`config.mk`:
```
export PLATFORM = sky130hd
export DESIGN_NAME = char_lcd_cursor_nibble_writer
export DESIGN_NICKNAME = d
export VERILOG_FILES = /design/src/hdl/clcd_pkg.sv /design/src/hdl/clcd_front.sv /design/src/hdl/clcd_queue.sv /design/src/hdl/clcd_back.sv /design/src/hdl/char_lcd_cursor_nibble_writer.sv
export SDC_FILE = /design/constraint.sdc
export NUM_CORES = 1
export LEC_CHECK = 0
export BUFFER_PORTS_ARGS = -buffer_cell sky130_fd_sc_hd__buf_2
export CAP_MARGIN = 10
export CORE_ASPECT_RATIO = 1.5
export CORE_MARGIN = 5
export CORE_UTILIZATION = 35
export DETAILED_ROUTE_END_ITERATION = 7
export REMOVE_ABC_BUFFERS = 1
export SYNTH_ARGS = -nofsm -noshare
export SYNTH_HDL_FRONTEND = slang
export SYNTH_HIERARCHICAL = 1
export SYNTH_SLANG_ARGS = --single-unit
export TNS_END_PERCENT = 5
```
`constraint.sdc`:
```
create_clock -name clk -period 4.1 [get_ports clk]
set_input_delay 0.41 -clock clk [delete_from_list [all_inputs] [get_ports clk]]
set_output_delay 0.41 -clock clk [all_outputs]
set_load 0.01 [all_outputs]
```
`src/hdl/clcd_pkg.sv`:
```
// Package for the character LCD nibble writer.
// Holds payload and job types, action codes, command constants and the address helper.
package clcd_pkg;

  localparam logic [1:0] ACT_WRITE = 2'd0;
  localparam logic [1:0] ACT_GOTO  = 2'd1;
  localparam logic [1:0] ACT_CLEAR = 2'd2;

  localparam logic [7:0] CMD_SET_ADDR = 8'h80;
  localparam logic [7:0] ROW_STRIDE   = 8'h40;
  localparam logic [7:0] CMD_CLEAR    = 8'h01;
  localparam logic [7:0] NEWLINE      = 8'd10;
  localparam logic [7:0] HIGH_MASK    = 8'b1111_0000;
  localparam logic [7:0] LOW_MASK     = 8'b0000_1111;

  localparam int COL_W   = 5;
  localparam int QDEPTH  = 2;
  localparam int QPTR_W  = 1;
  localparam int QCNT_W  = 2;

  typedef struct packed {
    logic [1:0] action;
    logic [7:0] character;
    logic [7:0] goto_column;
    logic [7:0] goto_row;
  } item_t;

  typedef struct packed {
    logic       register_select;
    logic [3:0] nibble;
    logic       transfer;
    logic       goto_error;
    logic       last;
  } result_t;

  // One classified item: a leading byte, an optional trailing data byte,
  // or the error marker alone.
  typedef struct packed {
    logic       err;
    logic       two_bytes;
    logic       rs0;
    logic [7:0] byte0;
    logic [7:0] byte1;
  } job_t;

  function automatic logic [7:0] set_addr(input logic row, input logic [COL_W-1:0] col);
    set_addr = CMD_SET_ADDR | (row ? ROW_STRIDE : 8'h00) | {3'b000, col};
  endfunction

endpackage

```
`src/hdl/clcd_front.sv`:
```
// Front end: accepts items, keeps the cursor and turns each item into a job; unused actions make none.
// Depends on clcd_pkg.
module clcd_front #(
  parameter int COLUMNS = 16,
  parameter int ROWS    = 2
) (
  input  logic                clk,
  input  logic                rst,
  input  logic                item_valid,
  output logic                item_stall,
  input  clcd_pkg::item_t     item,
  input  logic                q_full,
  output logic                push,
  output clcd_pkg::job_t      job
);

  logic [clcd_pkg::COL_W-1:0] cursor_column, cursor_column_next;
  logic                       cursor_row, cursor_row_next;
  logic                       accept, past_end, goto_bad, row_inc, emit;

  assign item_stall = q_full;
  assign accept     = item_valid && !q_full;
  assign past_end   = cursor_column >= clcd_pkg::COL_W'(COLUMNS);
  assign goto_bad   = (item.goto_column >= 8'(COLUMNS)) || (item.goto_row >= 8'(ROWS));
  assign row_inc    = (ROWS > 1) ? ~cursor_row : 1'b0;
  assign push       = accept && emit;

  always_comb begin
    job                = '0;
    emit               = 1'b1;
    cursor_column_next = cursor_column;
    cursor_row_next    = cursor_row;
    unique case (item.action)
      clcd_pkg::ACT_WRITE: begin
        if (past_end) begin
          // wrap first, then the byte as data
          job.two_bytes      = 1'b1;
          job.byte0          = clcd_pkg::set_addr(row_inc, '0);
          job.byte1          = item.character;
          cursor_column_next = clcd_pkg::COL_W'(1);
          cursor_row_next    = row_inc;
        end else if (item.character == clcd_pkg::NEWLINE) begin
          job.byte0          = clcd_pkg::set_addr(row_inc, '0);
          cursor_column_next = '0;
          cursor_row_next    = row_inc;
        end else begin
          job.rs0            = 1'b1;
          job.byte0          = item.character;
          cursor_column_next = cursor_column + clcd_pkg::COL_W'(1);
        end
      end
      clcd_pkg::ACT_GOTO: begin
        if (goto_bad) begin
          job.err = 1'b1;
        end else begin
          job.byte0          = clcd_pkg::set_addr(item.goto_row[0],
                                                  item.goto_column[clcd_pkg::COL_W-1:0]);
          cursor_column_next = item.goto_column[clcd_pkg::COL_W-1:0];
          cursor_row_next    = item.goto_row[0];
        end
      end
      clcd_pkg::ACT_CLEAR: begin
        job.byte0          = clcd_pkg::CMD_CLEAR;
        cursor_column_next = '0;
        cursor_row_next    = 1'b0;
      end
      default: begin
        emit = 1'b0;  // unused action: dropped
      end
    endcase
  end

  always_ff @(posedge clk) begin
    if (rst) begin
      cursor_column <= '0;
      cursor_row    <= 1'b0;
    end else if (accept) begin
      cursor_column <= cursor_column_next;
      cursor_row    <= cursor_row_next;
    end
  end

endmodule

```
`src/hdl/clcd_queue.sv`:
```
// Short job queue between front and back end.
// Depends on clcd_pkg.
module clcd_queue (
  input  logic           clk,
  input  logic           rst,
  input  logic           push,
  input  clcd_pkg::job_t push_job,
  output logic           full,
  input  logic           pop,
  output logic           head_valid,
  output clcd_pkg::job_t head
);

  clcd_pkg::job_t              mem [clcd_pkg::QDEPTH];
  logic [clcd_pkg::QPTR_W-1:0] wr_ptr, rd_ptr;
  logic [clcd_pkg::QCNT_W-1:0] count;
  logic                        do_pop;

  assign full       = count == clcd_pkg::QCNT_W'(clcd_pkg::QDEPTH);
  assign head_valid = count != '0;
  assign head       = mem[rd_ptr];
  assign do_pop     = pop && head_valid;

  always_ff @(posedge clk) begin
    if (push) begin
      mem[wr_ptr] <= push_job;
    end
  end

  always_ff @(posedge clk) begin
    if (rst) begin
      wr_ptr <= '0;
      rd_ptr <= '0;
      count  <= '0;
    end else begin
      if (push) begin
        wr_ptr <= wr_ptr + 1'b1;
      end
      if (do_pop) begin
        rd_ptr <= rd_ptr + 1'b1;
      end
      if (push && !do_pop) begin
        count <= count + 1'b1;
      end else if (do_pop && !push) begin
        count <= count - 1'b1;
      end
    end
  end

endmodule

```
`src/hdl/clcd_back.sv`:
```
// Back end: steps through the head job one nibble per cycle, unless result_stall holds it, into the result register.
// Depends on clcd_pkg.
module clcd_back (
  input  logic              clk,
  input  logic              rst,
  input  logic              head_valid,
  input  clcd_pkg::job_t    head,
  output logic              pop,
  output logic              result_valid,
  input  logic              result_stall,
  output clcd_pkg::result_t result
);

  logic [1:0]        idx;
  logic              load, is_last;
  logic [7:0]        cur_byte;
  clcd_pkg::result_t nxt;

  assign load     = head_valid && (!result_valid || !result_stall);
  assign is_last  = head.err || (head.two_bytes ? (idx == 2'd3) : (idx == 2'd1));
  assign pop      = load && is_last;
  assign cur_byte = idx[1] ? head.byte1 : head.byte0;

  always_comb begin
    nxt                 = '0;
    nxt.last            = is_last;
    if (head.err) begin
      nxt.goto_error    = 1'b1;
    end else begin
      nxt.transfer        = 1'b1;
      nxt.register_select = idx[1] ? 1'b1 : head.rs0;
      nxt.nibble          = idx[0] ? cur_byte[3:0] & clcd_pkg::LOW_MASK[3:0]
                                   : 4'((cur_byte & clcd_pkg::HIGH_MASK) >> 4);
    end
  end

  always_ff @(posedge clk) begin
    if (load) begin
      result <= nxt;
    end
  end

  always_ff @(posedge clk) begin
    if (rst) begin
      result_valid <= 1'b0;
      idx          <= '0;
    end else begin
      if (load) begin
        result_valid <= 1'b1;
        idx          <= is_last ? 2'd0 : idx + 2'd1;
      end else if (!result_stall) begin
        result_valid <= 1'b0;
      end
    end
  end

endmodule

```
`src/hdl/char_lcd_cursor_nibble_writer.sv`:
```
// Top level of the character LCD nibble writer: front end, job queue, back end.
// Depends on clcd_pkg, clcd_front, clcd_queue, clcd_back.
//
//   channel  direction  handshake                  payload
//   item     in         item_valid / item_stall    clcd_pkg::item_t
//   result   out        result_valid / result_stall clcd_pkg::result_t
//
// The back end sends one nibble per cycle unless result_stall holds it: 2 nibbles for a plain character, goto,
// newline or clear, 4 for a character that wraps, and for a bad goto only the error result.
// The front end takes one item per cycle while the 2-entry job queue has room.
// Reset (synchronous) homes the cursor and empties the queue and result register.
// result_stall holds the result register; a full queue raises item_stall.
module char_lcd_cursor_nibble_writer #(
  parameter int COLUMNS = 16,
  parameter int ROWS    = 2
) (
  input  logic              clk,
  input  logic              rst,
  input  logic              item_valid,
  output logic              item_stall,
  input  clcd_pkg::item_t   item,
  output logic              result_valid,
  input  logic              result_stall,
  output clcd_pkg::result_t result
);

  logic           q_full, push, pop, head_valid;
  clcd_pkg::job_t job, head;

  clcd_front #(
    .COLUMNS(COLUMNS),
    .ROWS   (ROWS)
  ) u_front (
    .clk       (clk),
    .rst       (rst),
    .item_valid(item_valid),
    .item_stall(item_stall),
    .item      (item),
    .q_full    (q_full),
    .push      (push),
    .job       (job)
  );

  clcd_queue u_queue (
    .clk       (clk),
    .rst       (rst),
    .push      (push),
    .push_job  (job),
    .full      (q_full),
    .pop       (pop),
    .head_valid(head_valid),
    .head      (head)
  );

  clcd_back u_back (
    .clk         (clk),
    .rst         (rst),
    .head_valid  (head_valid),
    .head        (head),
    .pop         (pop),
    .result_valid(result_valid),
    .result_stall(result_stall),
    .result      (result)
  );

endmodule

```
==> results of run 1 <==
==> registers in the layout, summed over array words and instances (netlist names), named ones only <==
signal                 cells
u_queue/mem               38
u_front/cursor_row         1
u_queue/count              2
u_front/cursor_column      5
u_back/result_valid        1
u_back/result              8
u_queue/rd_ptr             1
u_back/idx                 2
u_queue/wr_ptr             1
==> critical path, cell delays in order (launching register included) <==
cell     delay (ns)
dfxtp_1        0.40
and2b_2        0.25
nor3b_2        0.57
and2_1         0.82
==> metrics by stage <==
stage	util (%)	hold slack, ns
6_report	42.8	0.334
5_1_grt	42.8	0.324
4_1_cts	42.8	0.321
3_5_place_dp	39.3	0.491
3_3_place_gp	39.3	0.481
2_1_floorplan	-	0.464
==> metal layers <==
layer	up-vias	global-route usage (%)	wire length [um]
met5	-	0	0
met4	0	8.25	210
met3	13	3.82	270
met2	53	19.4	2850
met1	852	13.5	2310
li1	911	-	-
==> synth_stat cells (5+ instances only) <==
cell      count  area (um2)
and2_1        7        43.8
mux2_2       19         214
edfxtp_1     46        1380
dfxtp_1      14         280
o21ai_0       5        25.0
clkbuf_1      5        18.8
nor2_1       11        41.3
ha_1          8         100
a21oi_1      10        50.1
and3_1        9        56.3
inv_1        11        41.3
nand3_1       7        35.0
==> power by group <==
group / internal (mW) / total, mW / switching [mW]
clock network: 0.439 / 0.674 / 0.235
registers: 0.809 / 0.869 / 0.0605
logic: 0.221 / 0.462 / 0.241
==> path summary, 6_finish.rpt <==
path | startpoint | to | slack [ns] | depth (start not counted)
min | result_stall | u_back/result_valid | 0.33 | 3
min reg2reg | u_front/cursor_column[2] | u_front/cursor_column[4] | 0.50 | 2
max | u_queue/count[0] | u_queue/mem[1][13] | 1.67 | 3
max reg2reg | u_queue/count[0] | u_queue/mem[1][13] | 1.67 | 3
==> cell type report <==
cell class | count | area share, %
Sequential cell | 60 | 48.5
Multi-Input combinational cell | 134 | 32.1
Clock buffer | 14 | 7.71
Timing Repair Buffer | 42 | 6.36
Tap cell | 105 | 3.84
Inverter | 11 | 1.21
Clock inverter | 2 | 0.292
==> kinds of logic (layout without fill, tap and decap cells) <==
| family | count (synthesis) | count (layout) | share of synthesized area [%] |
|---|---|---|---|
| DFF | 60 | 60 | 58.1 |
| and+or+nand+nor | 59 | 59 | 12.6 |
| AOI/OAI and AO/OA | 38 | 38 | 9.80 |
| muxes | 23 | 23 | 10.6 |
| buffers and inverters | 21 | 69 | 3.46 |
| adders and majority gates | 8 | 8 | 3.50 |
| xor gates and xnor gates | 6 | 6 | 1.84 |
==> impl_metrics.py, run 1 <==
metrics = {
    "detailed_routing": {
        "wire_per_inst_um": 15.3,
        "drcViolationCount": 0,
        "drt-initial-drc-count": 81,
        "drtPass1Iterations": 4,
        "drtAntennaViolNets": 0,
        "route.vias.total": 1829,
        "via_per_inst": 4.97,
        "finalWirelength_mm": 5.64,
    },
    "timing": {
        "fin_ws_ns": 1.67,
        "slew-limit-headroom_pct": 39.8,
        "hold_viol": 0,
        "finalCritPeriodShare_pct": 59.2,
        "report.final.slew_viol_count": 0,
        "period_needed_ns": 2.43,
        "skew_ns": 0.00685,
        "rsz0062_at_grt": "false",
        "setup_viol": 0,
        "tns_ns": 0,
        "fmax_mhz": 412,
        "tightest_slew_ns": 0.903,
    },
    "placement": {
        "place_area_um2": 3150,
        "dp.cells": 352,
        "dp_slack_ns": 1.50,
        "place_congestion": 0.883,
        "hpwlAfterDp_mm": 4.08,
        "io_buffers": 39,
    },
    "clock_network": {
        "cts_buffers": 9,
        "root_buffer": "clkbuf_16",
        "cts_setup_buffers": 0,
        "cts_tree": "done",
        "clock_latency_ns": 0.32,
        "post_cts_resized": 0,
        "hold_buffers": 0,
        "cts.path.max_buffers": 2,
        "clock_sinks": 60,
        "clkTransAtPathRegs_ns": 0.05,
        "htree_levels": 3,
    },
    "yosys": {
        "yosys_warnings": 6,
        "synthCells": 215,
        "synth-seq-cells": 60,
        "synth_cell_types": 48,
        "ys.flop_type": "edfxtp_1",
        "syn_area_per_cell_um2": 13.3,
        "yosysSeqAreaShare_pct": 58.1,
        "synth_area_um2": 2860,
        "async_flop_share_pct": 0,
        "synth_edf_count": 46,
    },
    "power": {
        "power.density_nw_per_um2": 585,
        "peakVddDrop_uv": 264,
        "p_leak_nw": 1.31,
        "power_mw": 2.00,
    },
    "final_layout": {
        "layout_common_cells": "46 x edfxtp_1, 39 x buf_2, 19 x mux2_2",
        "diodes": 0,
        "postLayoutCellArea_um2": 3420,
        "syn_to_final_growth_pct": 19.8,
        "fin_cells": 368,
        "nets": 296,
        "fillers": 777,
        "seqCellArea_um2": 1660,
        "multi_input_area_um2": 1100,
        "mostFrequentLayoutCell": "edfxtp_1",
        "layout-drive-gt1-share_pct": 32.7,
    },
    "setup_path": {
        "path_max_fanout": 19,
        "arrival_ns": 2.36,
        "start_kind": "flip-flop",
        "crit_type": "reg2reg",
        "cp.required_ns": 4.04,
        "critical_path.endpoint_type": "flip-flop",
    },
    "global_route": {
        "grt_pass1_vias": 1885,
        "grt_max_degree": 20,
        "grt.overflow.total": 0,
        "antenna_found_initial": 0,
        "grt_pass1_wl_mm": 9.32,
        "grt_util_all_layers_pct": 12.0,
    },
    "die": {
        "core_area_um2": 8010,
        "die_width_um": 83.8,
        "start_util_pct": 35.7,
        "dieHeight_um": 121,
        "dieArea_um2": 10100,
        "num_io_pins": 40,
        "num_rows": 40,
    },
    "outcome": {
        "outcome": "finished clean",
    },
    "flow_run": {
        "drv_cap": 0,
    },
    "worst_hold_path": {
        "hold_path.class": "in2reg",
    },
}
No activity file was read; power rests on OpenSTA's default activity.
==> run 2, diff against run 1 <==
==> constraint.sdc (replaced) <==
create_clock -name clk -period 2.5 [get_ports clk]
set_input_delay 0.25 -clock clk [delete_from_list [all_inputs] [get_ports clk]]
set_output_delay 0.25 -clock clk [all_outputs]
set_load 0.01 [all_outputs]
==> run 2 against run 1 <==
  * Clock power grew 62%
  * Die area is the same
  * Cell count grew 1.4%
  * First-iteration DRC count shrank 14%
  * Via count grew 3.1%
  * Non-clock buffer count grew 5
  * Combinational power grew 67%
  * Largest cell class unchanged
==> impl_metrics.py, run 2 (synthesis gave the netlist of run 1 again) <==
metrics = {
    "outcome": {
        "outcome": "finished clean",
    },
    "timing": {
        "setup_viol": 0,
        "slew-limit-headroom_pct": 64.4,
        "hold_viol": 0,
        "report.final.slew_viol_count": 0,
        "tightest_slew_ns": 0.530,
        "fmax_mhz": 449,
        "period_needed_ns": 2.23,
        "rsz0062_at_grt": "false",
        "finalCritPeriodShare_pct": 89.1,
        "tns_ns": 0,
        "skew_ns": 0.00376,
    },
    "final_layout": {
        "largest_register_ffs": 38,
        "syn_to_final_growth_pct": 20.9,
        "reg_top3": "u_queue/mem: 38 flops, u_back/result: 8 flops, u_front/cursor_column: 5 flops",
        "top_register": "u_queue/mem",
        "postLayoutCellArea_um2": 3460,
        "fillers": 772,
        "mostFrequentLayoutCell": "edfxtp_1",
        "layout-drive-gt1-share_pct": 34.3,
        "nets": 301,
        "layout_common_cells": "46 x edfxtp_1, 39 x buf_2, 19 x mux2_2",
        "diodes": 0,
    },
    "global_route": {
        "grt_util_all_layers_pct": 12.6,
        "grt_max_degree": 20,
        "grt_pass1_wl_mm": 9.69,
        "antenna_found_initial": 0,
        "grt_pass1_vias": 1963,
        "grt.overflow.total": 0,
    },
    "detailed_routing": {
        "route.vias.total": 1885,
        "drtPass1Iterations": 4,
        "drcViolationCount": 0,
        "drtAntennaViolNets": 0,
        "wire_per_inst_um": 15.8,
        "finalWirelength_mm": 5.90,
        "via_per_inst": 5.05,
        "drt-initial-drc-count": 70,
    },
    "clock_network": {
        "hold_buffers": 0,
        "cts_tree": "done",
        "root_buffer": "clkbuf_16",
        "htree_levels": 3,
        "cts_setup_buffers": 0,
        "post_cts_resized": 0,
        "cts.path.max_buffers": 2,
        "clock_sinks": 60,
        "clkTransAtPathRegs_ns": 0.05,
        "clock_latency_ns": 0.32,
        "cts_buffers": 9,
    },
    "die": {
        "num_io_pins": 40,
        "core_area_um2": 8010,
        "start_util_pct": 35.7,
        "dieHeight_um": 121,
        "die_width_um": 83.8,
        "dieArea_um2": 10100,
        "num_rows": 40,
    },
    "placement": {
        "hpwlAfterDp_mm": 4.26,
        "place_congestion": 0.800,
        "io_buffers": 39,
        "place_area_um2": 3190,
    },
    "setup_path": {
        "cp.required_ns": 2.75,
        "rrSetupSlack_ns": 0.27,
        "critical_path.endpoint_type": "flip-flop",
        "crit_type": "reg2reg",
        "path_max_fanout": 3,
        "start_kind": "flip-flop",
        "arrival_ns": 2.48,
    },
    "power": {
        "clkPwrFrac_pct": 33.1,
        "peakVddDrop_uv": 426,
        "p_int_mw": 2.38,
        "switching_share_pct": 27.6,
        "p_leak_nw": 1.33,
        "switchingPower_mw": 0.907,
        "power.density_nw_per_um2": 950,
        "pwr-share-seq_pct": 43.4,
        "p_comb_share_pct": 23.5,
    },
    "flow_run": {
        "drv_cap": 0,
    },
    "worst_hold_path": {
        "hold_path.class": "in2reg",
    },
}
## run 2: cell count changes in the layout (fill, tap and decap cells not counted), sizes merged
cell | previous run | this run
buf | 42 | 47
clkbuf | 14 | 10
clkinv | 2 | 5
clkinvlp | 0 | 1
## run 2: per-layer routing
metal,part of all wire [%],routed length [um],vias to the layer above,track usage [%]
met5,0,0,-,0
met4,3.3,194,0,7.95
met3,5.0,298,10,4.02
met2,51,3020,62,21.3
met1,40,2390,897,13.5
li1,-,-,916,-
## run 2: critical path, stage by stage, from the launching register on
cell,delay (ns)
dfxtp_1,0.36
mux2_2,0.37
xnor2_1,0.13
a21o_1,0.18
and2_1,0.15
o21ai_0,0.13
ha_1,0.32
or3_1,0.35
a21oi_1,0.16
## run 2: per-stage QoR
| step | setup slack, ns | util [%] | power (mW) | cells | hold slack (ns) |
|---|---|---|---|---|---|
| floorplan | 0.0200 | - | 1.94 | 205 | 0.319 |
| CTS | 0.266 | 43.2 | 3.33 | 373 | 0.158 |
| global route | 0.177 | 43.2 | 3.47 | 373 | 0.217 |
| finish | 0.272 | 43.2 | 3.29 | 373 | 0.170 |
| detailed placement | 0.283 | 39.8 | 2.23 | 357 | 0.497 |
| global placement | 0.376 | 39.8 | 2.22 | 357 | 0.480 |
## run 2: power by group through the flow
stage | logic (mW) | registers (mW) | clock network (mW)
2_1_floorplan | 0.454 | 1.49 | 0
3_3_place_gp | 0.780 | 1.44 | 0
3_5_place_dp | 0.788 | 1.45 | 0
4_1_cts | 0.792 | 1.43 | 1.11
5_1_grt | 0.863 | 1.45 | 1.16
6_report | 0.773 | 1.42 | 1.09
## run 2: path summary, 6_finish.rpt
kind	start	to	cells past startpoint
hold reg to reg	u_front/cursor_column[2]	u_front/cursor_column[4]	2
setup reg to reg	flip-flop	u_queue/count[1]	8
setup / recovery	flip-flop	u_queue/count[1]	8
hold / removal	result_stall	u_back/result_valid	3
## run 2: layout make-up
class	instances	area [um2]	share of cell area, %
clock inverter	6	30.0	0.869
clock buffer	10	239	6.91
sequential	60	1660	48.1
multi-input combinational	134	1100	31.8
tap	105	131	3.80
timing repair buffer	47	255	7.38
inverter	11	41.3	1.19
